$ cat config.mk
export PLATFORM = sky130hd
export DESIGN_NAME = arm64_subset_instruction_encoder_flat
export DESIGN_NICKNAME = d
export VERILOG_FILES = /design/src/rtl/a64enc_pkg.sv /design/src/rtl/a64enc_req_if.sv /design/src/rtl/a64enc_rsp_if.sv /design/src/rtl/arm64_subset_instruction_encoder.sv /design/src/flat_wrapper.sv
export SDC_FILE = /design/constraint.sdc
export NUM_CORES = 1
export LEC_CHECK = 0
export ABC_CLOCK_PERIOD_IN_PS = 4000
export BUFFER_PORTS_ARGS = -buffer_cell sky130_fd_sc_hd__buf_2
export CAP_MARGIN = 20
export CORE_AREA = 2 2 109 111
export CTS_CLUSTER_DIAMETER = 40
export DETAILED_ROUTE_END_ITERATION = 16
export DIE_AREA = 0 0 111 113
export GPL_ROUTABILITY_DRIVEN = 0
export HOLD_SLACK_MARGIN = 0.02
export MAX_ROUTING_LAYER = met4
export PLACE_DENSITY = 0.75
export SLEW_MARGIN = 30
export SYNTH_ARGS = -nofsm -noshare
export SYNTH_HDL_FRONTEND = slang
export SYNTH_SLANG_ARGS = --single-unit
$ cat constraint.sdc
create_clock -name clk_i -period 4 [get_ports clk_i]
set_clock_uncertainty 0.05 [all_clocks]
set_input_delay 0.2 -clock clk_i [delete_from_list [all_inputs] [get_ports clk_i]]
set_output_delay 0.2 -clock clk_i [all_outputs]
set_load 0.01 [all_outputs]
$ cat src/rtl/a64enc_pkg.sv
// shared types, constants and helpers for the aarch64 subset encoder
// no dependencies; used by the channel interfaces and the top level

package a64enc_pkg;

  localparam int unsigned OpWidth   = 4;
  localparam int unsigned CondWidth = 4;
  localparam int unsigned OperWidth = 32;
  localparam int unsigned WordWidth = 32;
  localparam int unsigned StWidth   = 2;

  typedef enum logic [OpWidth-1:0] {
    OP_ADD     = 4'd0,
    OP_SUB     = 4'd1,
    OP_MUL     = 4'd2,
    OP_SMULH   = 4'd3,
    OP_UMULH   = 4'd4,
    OP_SDIV    = 4'd5,
    OP_UDIV    = 4'd6,
    OP_CMP     = 4'd7,
    OP_BR      = 4'd8,
    OP_BLR     = 4'd9,
    OP_LDUR    = 4'd10,
    OP_STUR    = 4'd11,
    OP_LDR     = 4'd12,
    OP_B       = 4'd13,
    OP_BCOND   = 4'd14,
    OP_UNKNOWN = 4'd15
  } op_e;

  typedef enum logic [StWidth-1:0] {
    ST_OK         = 2'd0,
    ST_UNKNOWN    = 2'd1,
    ST_MISALIGNED = 2'd2,
    ST_RANGE      = 2'd3
  } status_e;

  // base words of the three-register forms, indexed by opcode 0..7
  localparam logic [WordWidth-1:0] R3_BASE [8] = '{
    32'h8B20_6000, 32'hCB20_6000, 32'h9B00_7C00, 32'h9B40_7C00,
    32'h9BC0_7C00, 32'h9AC0_0C00, 32'h9AC0_0800, 32'hEB20_6000
  };

  localparam logic [WordWidth-1:0] BASE_BR    = 32'hD61F_0000;
  localparam logic [WordWidth-1:0] BASE_BLR   = 32'hD63F_0000;
  localparam logic [WordWidth-1:0] BASE_LDUR  = 32'hF840_0000;
  localparam logic [WordWidth-1:0] BASE_STUR  = 32'hF800_0000;
  localparam logic [WordWidth-1:0] BASE_LDR   = 32'h5800_0000;
  localparam logic [WordWidth-1:0] BASE_B     = 32'h1400_0000;
  localparam logic [WordWidth-1:0] BASE_BCOND = 32'h5400_0000;

  localparam logic [4:0] REG_ZR = 5'd31;

  function automatic logic cond_valid(input logic [CondWidth-1:0] cond);
    return cond inside {[4'd0:4'd3], [4'd8:4'd13]};
  endfunction

  function automatic logic [WordWidth-1:0] swap_bytes(input logic [WordWidth-1:0] w);
    return {w[7:0], w[15:8], w[23:16], w[31:24]};
  endfunction

endpackage

$ cat src/rtl/a64enc_req_if.sv
// request channel: valid/ready plus one instruction request
// depends on a64enc_pkg

interface a64enc_req_if import a64enc_pkg::*; ();
  logic                        valid;
  logic                        ready;
  logic [OpWidth-1:0]          opcode;
  logic [CondWidth-1:0]        branch_condition;
  logic signed [OperWidth-1:0] operand_first;
  logic signed [OperWidth-1:0] operand_second;
  logic signed [OperWidth-1:0] operand_third;

  modport source (
    output valid, opcode, branch_condition, operand_first, operand_second, operand_third,
    input  ready
  );
  modport sink (
    input  valid, opcode, branch_condition, operand_first, operand_second, operand_third,
    output ready
  );
endinterface

$ cat src/rtl/a64enc_rsp_if.sv
// response channel: valid/ready plus the encoded word and status
// depends on a64enc_pkg

interface a64enc_rsp_if import a64enc_pkg::*; ();
  logic                 valid;
  logic                 ready;
  logic [WordWidth-1:0] instruction_word;
  logic [StWidth-1:0]   status;

  modport source (output valid, instruction_word, status, input ready);
  modport sink   (input valid, instruction_word, status, output ready);
endinterface

$ cat src/rtl/arm64_subset_instruction_encoder.sv
// aarch64 subset encoder: a request passes the input register and then the result register
// before its response is valid
// throughput one transaction per cycle while the response side keeps ready high; the input register
// and result register form a two-stage pipeline, each stage refills in the cycle it empties
// rst_ni (async, active low) clears both stage valid flags; payload is not reset
// depends on a64enc_pkg, a64enc_req_if and a64enc_rsp_if

module arm64_subset_instruction_encoder import a64enc_pkg::*; (
  input  logic         clk_i,
  input  logic         rst_ni,
  a64enc_req_if.sink   req_i,
  a64enc_rsp_if.source rsp_o
);

  // input register stage
  logic                        in_vld_q;
  op_e                         op_q;
  logic [CondWidth-1:0]        cond_q;
  logic signed [OperWidth-1:0] opa_q, opb_q, opc_q;

  // result register stage
  logic                 out_vld_q;
  logic [WordWidth-1:0] word_q, word_d;
  status_e              st_q, st_d;

  logic out_free;   // result register can take a new value this cycle
  logic in_free;    // input register can take a new request this cycle

  assign out_free    = !out_vld_q || rsp_o.ready;
  assign in_free     = !in_vld_q || out_free;
  assign req_i.ready = in_free;

  always_ff @(posedge clk_i or negedge rst_ni) begin
    if (!rst_ni) begin
      in_vld_q <= 1'b0;
    end else if (in_free) begin
      in_vld_q <= req_i.valid;
    end
  end

  // payload capture only on a request transaction
  always_ff @(posedge clk_i) begin
    if (in_free && req_i.valid) begin
      op_q   <= op_e'(req_i.opcode);
      cond_q <= req_i.branch_condition;
      opa_q  <= req_i.operand_first;
      opb_q  <= req_i.operand_second;
      opc_q  <= req_i.operand_third;
    end
  end

  // register fields: only the low five bits of each operand
  logic [4:0] ra, rb, rc;
  assign ra = opa_q[4:0];
  assign rb = opb_q[4:0];
  assign rc = opc_q[4:0];

  // offset checks: aligned means low two bits clear; the word offset fits in
  // n bits when all bits above bit (n+1) of the byte offset match bit (n+1)
  logic a_misal, b_misal;
  logic a_fit19, a_fit26, b_fit19, imm_fit9;
  assign a_misal  = opa_q[1:0] != 2'b00;
  assign b_misal  = opb_q[1:0] != 2'b00;
  assign a_fit19  = (opa_q[31:20] == '0) || (opa_q[31:20] == '1);
  assign a_fit26  = (opa_q[31:27] == '0) || (opa_q[31:27] == '1);
  assign b_fit19  = (opb_q[31:20] == '0) || (opb_q[31:20] == '1);
  assign imm_fit9 = (opc_q[31:8] == '0) || (opc_q[31:8] == '1);

  logic [WordWidth-1:0] enc;

  always_comb begin
    enc  = '0;
    st_d = ST_OK;
    case (op_q)
      OP_ADD, OP_SUB, OP_MUL, OP_SMULH, OP_UMULH, OP_SDIV, OP_UDIV: begin
        enc = R3_BASE[op_q[2:0]] | {11'd0, rc, 6'd0, rb, ra};
      end
      OP_CMP: begin
        // subs with the zero register as destination
        enc = R3_BASE[op_q[2:0]] | {11'd0, rb, 6'd0, ra, REG_ZR};
      end
      OP_BR: begin
        enc = BASE_BR | {22'd0, ra, 5'd0};
      end
      OP_BLR: begin
        enc = BASE_BLR | {22'd0, ra, 5'd0};
      end
      OP_LDUR, OP_STUR: begin
        if (!imm_fit9) begin
          st_d = ST_RANGE;
        end else begin
          enc = ((op_q == OP_LDUR) ? BASE_LDUR : BASE_STUR) |
                {11'd0, opc_q[8:0], 2'd0, rb, ra};
        end
      end
      OP_LDR: begin
        if (b_misal) begin
          st_d = ST_MISALIGNED;
        end else if (!b_fit19) begin
          st_d = ST_RANGE;
        end else begin
          enc = BASE_LDR | {8'd0, opb_q[20:2], ra};
        end
      end
      OP_B: begin
        if (a_misal) begin
          st_d = ST_MISALIGNED;
        end else if (!a_fit26) begin
          st_d = ST_RANGE;
        end else begin
          enc = BASE_B | {6'd0, opa_q[27:2]};
        end
      end
      OP_BCOND: begin
        // bad condition code wins over the offset checks
        if (!cond_valid(cond_q)) begin
          st_d = ST_UNKNOWN;
        end else if (a_misal) begin
          st_d = ST_MISALIGNED;
        end else if (!a_fit19) begin
          st_d = ST_RANGE;
        end else begin
          enc = BASE_BCOND | {8'd0, opa_q[20:2], 1'b0, cond_q};
        end
      end
      default: begin
        st_d = ST_UNKNOWN;
      end
    endcase
  end

  // errored requests return an all-zero word
  assign word_d = (st_d == ST_OK) ? swap_bytes(enc) : '0;

  always_ff @(posedge clk_i or negedge rst_ni) begin
    if (!rst_ni) begin
      out_vld_q <= 1'b0;
    end else if (out_free) begin
      out_vld_q <= in_vld_q;
    end
  end

  always_ff @(posedge clk_i) begin
    if (out_free && in_vld_q) begin
      word_q <= word_d;
      st_q   <= st_d;
    end
  end

  assign rsp_o.valid            = out_vld_q;
  assign rsp_o.instruction_word = word_q;
  assign rsp_o.status           = st_q;

  // a failing response never carries an encoded word
  a_err_zero_word: assert property (@(posedge clk_i) disable iff (!rst_ni)
    (out_vld_q && st_q != ST_OK) |-> (word_q == '0))
    else $error("nonzero word on an error response");

  // a response only appears after the input stage held a request
  a_rsp_from_stage: assert property (@(posedge clk_i) disable iff (!rst_ni)
    $rose(out_vld_q) |-> $past(in_vld_q))
    else $error("response valid without a staged request");

  // a full input stage that cannot drain must refuse new requests
  a_backpressure: assert property (@(posedge clk_i) disable iff (!rst_ni)
    (in_vld_q && !out_free) |-> !req_i.ready)
    else $error("request accepted over a stalled stage");

  // unknown opcode moved into the result register reports unknown
  a_unknown_status: assert property (@(posedge clk_i) disable iff (!rst_ni)
    (in_vld_q && out_free && op_q == OP_UNKNOWN) |=> (st_q == ST_UNKNOWN))
    else $error("unknown opcode not flagged");

endmodule

$ cat src/flat_wrapper.sv
// flat-port wrapper written by rule: the top's interface ports become plain ports
module arm64_subset_instruction_encoder_flat import a64enc_pkg::*;
  (clk_i, rst_ni, req_i_valid, req_i_opcode, req_i_branch_condition, req_i_operand_first, req_i_operand_second, req_i_operand_third, req_i_ready, rsp_o_valid, rsp_o_instruction_word, rsp_o_status, rsp_o_ready);
  a64enc_req_if req_i_i ();
  a64enc_rsp_if rsp_o_i ();
  input  logic clk_i;
  input  logic rst_ni;
  input wire logic [$bits(req_i_i.valid)-1:0] req_i_valid;
  input wire logic [$bits(req_i_i.opcode)-1:0] req_i_opcode;
  input wire logic [$bits(req_i_i.branch_condition)-1:0] req_i_branch_condition;
  input wire logic [$bits(req_i_i.operand_first)-1:0] req_i_operand_first;
  input wire logic [$bits(req_i_i.operand_second)-1:0] req_i_operand_second;
  input wire logic [$bits(req_i_i.operand_third)-1:0] req_i_operand_third;
  output wire logic [$bits(req_i_i.ready)-1:0] req_i_ready;
  output wire logic [$bits(rsp_o_i.valid)-1:0] rsp_o_valid;
  output wire logic [$bits(rsp_o_i.instruction_word)-1:0] rsp_o_instruction_word;
  output wire logic [$bits(rsp_o_i.status)-1:0] rsp_o_status;
  input wire logic [$bits(rsp_o_i.ready)-1:0] rsp_o_ready;
  assign req_i_i.valid = req_i_valid;
  assign req_i_i.opcode = req_i_opcode;
  assign req_i_i.branch_condition = req_i_branch_condition;
  assign req_i_i.operand_first = req_i_operand_first;
  assign req_i_i.operand_second = req_i_operand_second;
  assign req_i_i.operand_third = req_i_operand_third;
  assign req_i_ready = req_i_i.ready;
  assign rsp_o_valid = rsp_o_i.valid;
  assign rsp_o_instruction_word = rsp_o_i.instruction_word;
  assign rsp_o_status = rsp_o_i.status;
  assign rsp_o_i.ready = rsp_o_ready;
  arm64_subset_instruction_encoder u_core (.clk_i(clk_i), .rst_ni(rst_ni), .req_i(req_i_i), .rsp_o(rsp_o_i));
endmodule
==> flow_summary.ini <==
[logic_synthesis]
syn_nets = 483
synthArstFlopShare = 0.01429
synth_top_area_cell = edfxtp_1
synth_commonest_cells = edfxtp_1, nand2_1, a21oi_1, a31oi_1, o21ai_0
synth_cell_types = 38
avgSynthCellArea_sq_um = 15.06
synthFlopType = edfxtp_1
yosysMostFrequentCell = edfxtp_1
synthCells = 370
syn_area_sq_um = 5573
synth_area_leaders = edfxtp_1, a221oi_1, a22oi_1
synth-seq-cells = 140
synth_warnings = 0
synth_seq_area_share = 0.7526
synth_edf_count = 138
synth_top_area_share = 0.7436

[critical_path]
cp_top_family = simple AND/OR/NAND/NOR gates
start_kind = register
cp_max_fo = 31
cp_data_arrival_time_ns = 2.92
end_kind = register
crit_slowest_cell = or4_1
path_class = reg -> reg
critical_path.max_stage_delay_ns = 0.57
crit_chain = or4_1 -> nor4_2 -> o41ai_1 -> a222oi_1 -> nand4_1 -> buf_4 -> a31oi_1
cp.required_ns = 4.20
crit_buf_inv = 1

[cts]
cts_buffers = 17
post_cts_buffers = 0
htree_levels = 4
clk_latency_ns = 0.43
cts-root-buf = clkbuf_16
cts_sinks = 140
cts_tree = yes
ctsLongestPathBuffers = 2
ctsResizeCount = 0
clk_pin_slew_ns = 0.06

[sta]
setup_viol = 0
slew-limit-headroom = 0.4607
fin_crit_ns = 2.719
finalWorstSetupSlack_ns = 1.281
clock.fmax_mhz = 367.7
slew_viol_final = 0
finalHoldViolations = 0
hold_ws_ns = 0.05606
period_share = 0.6799
tns_ns = 0
rsz0062_at_grt = no
worst_pin_slew_ns = 0.8089

[global_routing]
grt_util_all_layers = 0.2600
grt_pass1_wl_um = 23450
antenna_found_initial = 0
grt-ovfl-total = 0
grt_pass1_vias = 4564
grt_max_degree = 66

[cells_and_area]
final_core_util = 0.7184
drive_above_1_share = 0.2922
fin_area_sq_um = 8098
syn2layout_area_growth_pct = 45.31
fin_nets = 740
antennaDiodeCount = 0

[die]
rows = 39
die_area_sq_um = 12540
chipHeight_um = 113
die_x_um = 111
coreArea_sq_um = 11270
start_util = 0.4944
num_io_pins = 144

[power_and_ir_drop]
internal_power_mw = 2.830
p_seq_frac = 0.493
power.switching_mw = 0.8353
clockPowerShare = 0.412
p_per_area_nw_per_um2 = 452.6
p_leak_nw = 3.027
swShare = 0.2279
pwr-share-comb = 0.095
ir_drop_v = 0.0003658

[hold_path]
holdCritPathClass = in -> async

[drt]
ant_nets = 0
wirelength_um = 15590
drc_errors = 0
wl_per_cell_um = 19.91
vias_per_cell = 5.672
dr.pass1.iters = 6
first_iter_violations = 633
vias = 4441

[place]
hpwl_um = 9238
place_ws_ns = 1.320
place_area_sq_um = 6454
port_buffers = 143

[job]
timing.max_cap.violations = 0

[run_status]
outcome = completed
## power groups by stage
stage          combinational [mW]  sequential [mW]  clock (mW)
2_1_floorplan               0.120             1.83           0
3_3_place_gp                0.250             1.83           0
3_5_place_dp                0.257             1.83           0
4_1_cts                     0.339             1.80        1.52
5_1_grt                     0.377             1.81        1.58
6_report                    0.349             1.81        1.51
## flip-flops by register name, summed over array words and instances, names as in the netlist
register,cells
u_core.cond_q,4
u_core.opb_q,32
u_core.opa_q,32
u_core.rsp_o.valid,1
u_core.op_q,4
u_core.rsp_o.status,2
u_core.opc_q,32
u_core.rsp_o.instruction_word,32
u_core.in_vld_q,1
## metrics by stage
step	instances	power (mW)
floorplan	370	1.952
finish	783	3.665
detailed placement	644	2.089
global route	783	3.774
global placement	644	2.078
CTS	783	3.660
## what timing repair did
item,CTS,global route
hold buffers,107,0
hold endpoints to repair,108,0
setup endpoints to repair,0,0
## placed cells by master, fill, tap and decap left out, types with 3 or more instances in the layout
master         count
and2_1             4
or2_2              3
buf_2            143
and3_1             3
nor3_1             6
o21ai_0           16
buf_4              8
a21oi_1           20
clkinv_2           3
nor2b_1            4
dlygate4sd3_1    107
clkbuf_16         17
edfxtp_1         138
nor2_1            15
nand2_1           24
nand3_1            4
a222oi_1           7
a22oi_1           14
clkinvlp_4         4
a221oi_1          15
inv_1              5
a31oi_1           16
nor4_1            11
nand2b_1           4
nand4_1           13
ha_1               5
## cell families after synthesis
kind of cell | Yosys count | synth area share
DFF | 140 | 0.7526
and+or+nand+nor | 101 | 0.09609
AOI/OAI and AO/OA | 96 | 0.1170
buffers and inverters | 25 | 0.01796
adders and majority gates | 5 | 0.01123
muxes | 2 | 0.003592
xor gates and xnor gates | 1 | 0.001572
## final cells by class
cell class / count / area [sq um]
inverters: 5 / 18.77
flip-flops and latches: 140 / 4194
multi-input cells: 205 / 1286
repair buffers: 258 / 1847
well taps: 143 / 178.9
clock buffers: 17 / 425.4
fillers: 692 / 3174
clock inverters: 15 / 147.6
## path summary, 6_finish.rpt
check | start | endpoint | slack [ns] | cells after the start
min in group clk_i | req_i_operand_second[22] | u_core.opb_q[22] | 0.43 | 2
setup / recovery | u_core.opa_q[20] | u_core.rsp_o.instruction_word[25] | 1.28 | 7
hold reg to reg | u_core.in_vld_q | u_core.rsp_o.valid | 0.46 | 1
setup reg to reg | u_core.opa_q[20] | u_core.rsp_o.instruction_word[25] | 1.28 | 7
hold / removal | rst_ni | u_core.in_vld_q | 0.06 | 2
max in group asynchronous | rst_ni | u_core.rsp_o.valid | 3.75 | 2
## per-layer routing
metal  share of wire  wire length (um)  vias up  global-route usage
met5               0                 0        -                   -
met4           0.029               450        0              0.1025
met3           0.082              1273       52             0.07070
met2            0.53              8319      287              0.4495
met1            0.36              5546     2080              0.2891
li1                -                 -     2022                   -
Power figures use the tool's default switching activity.
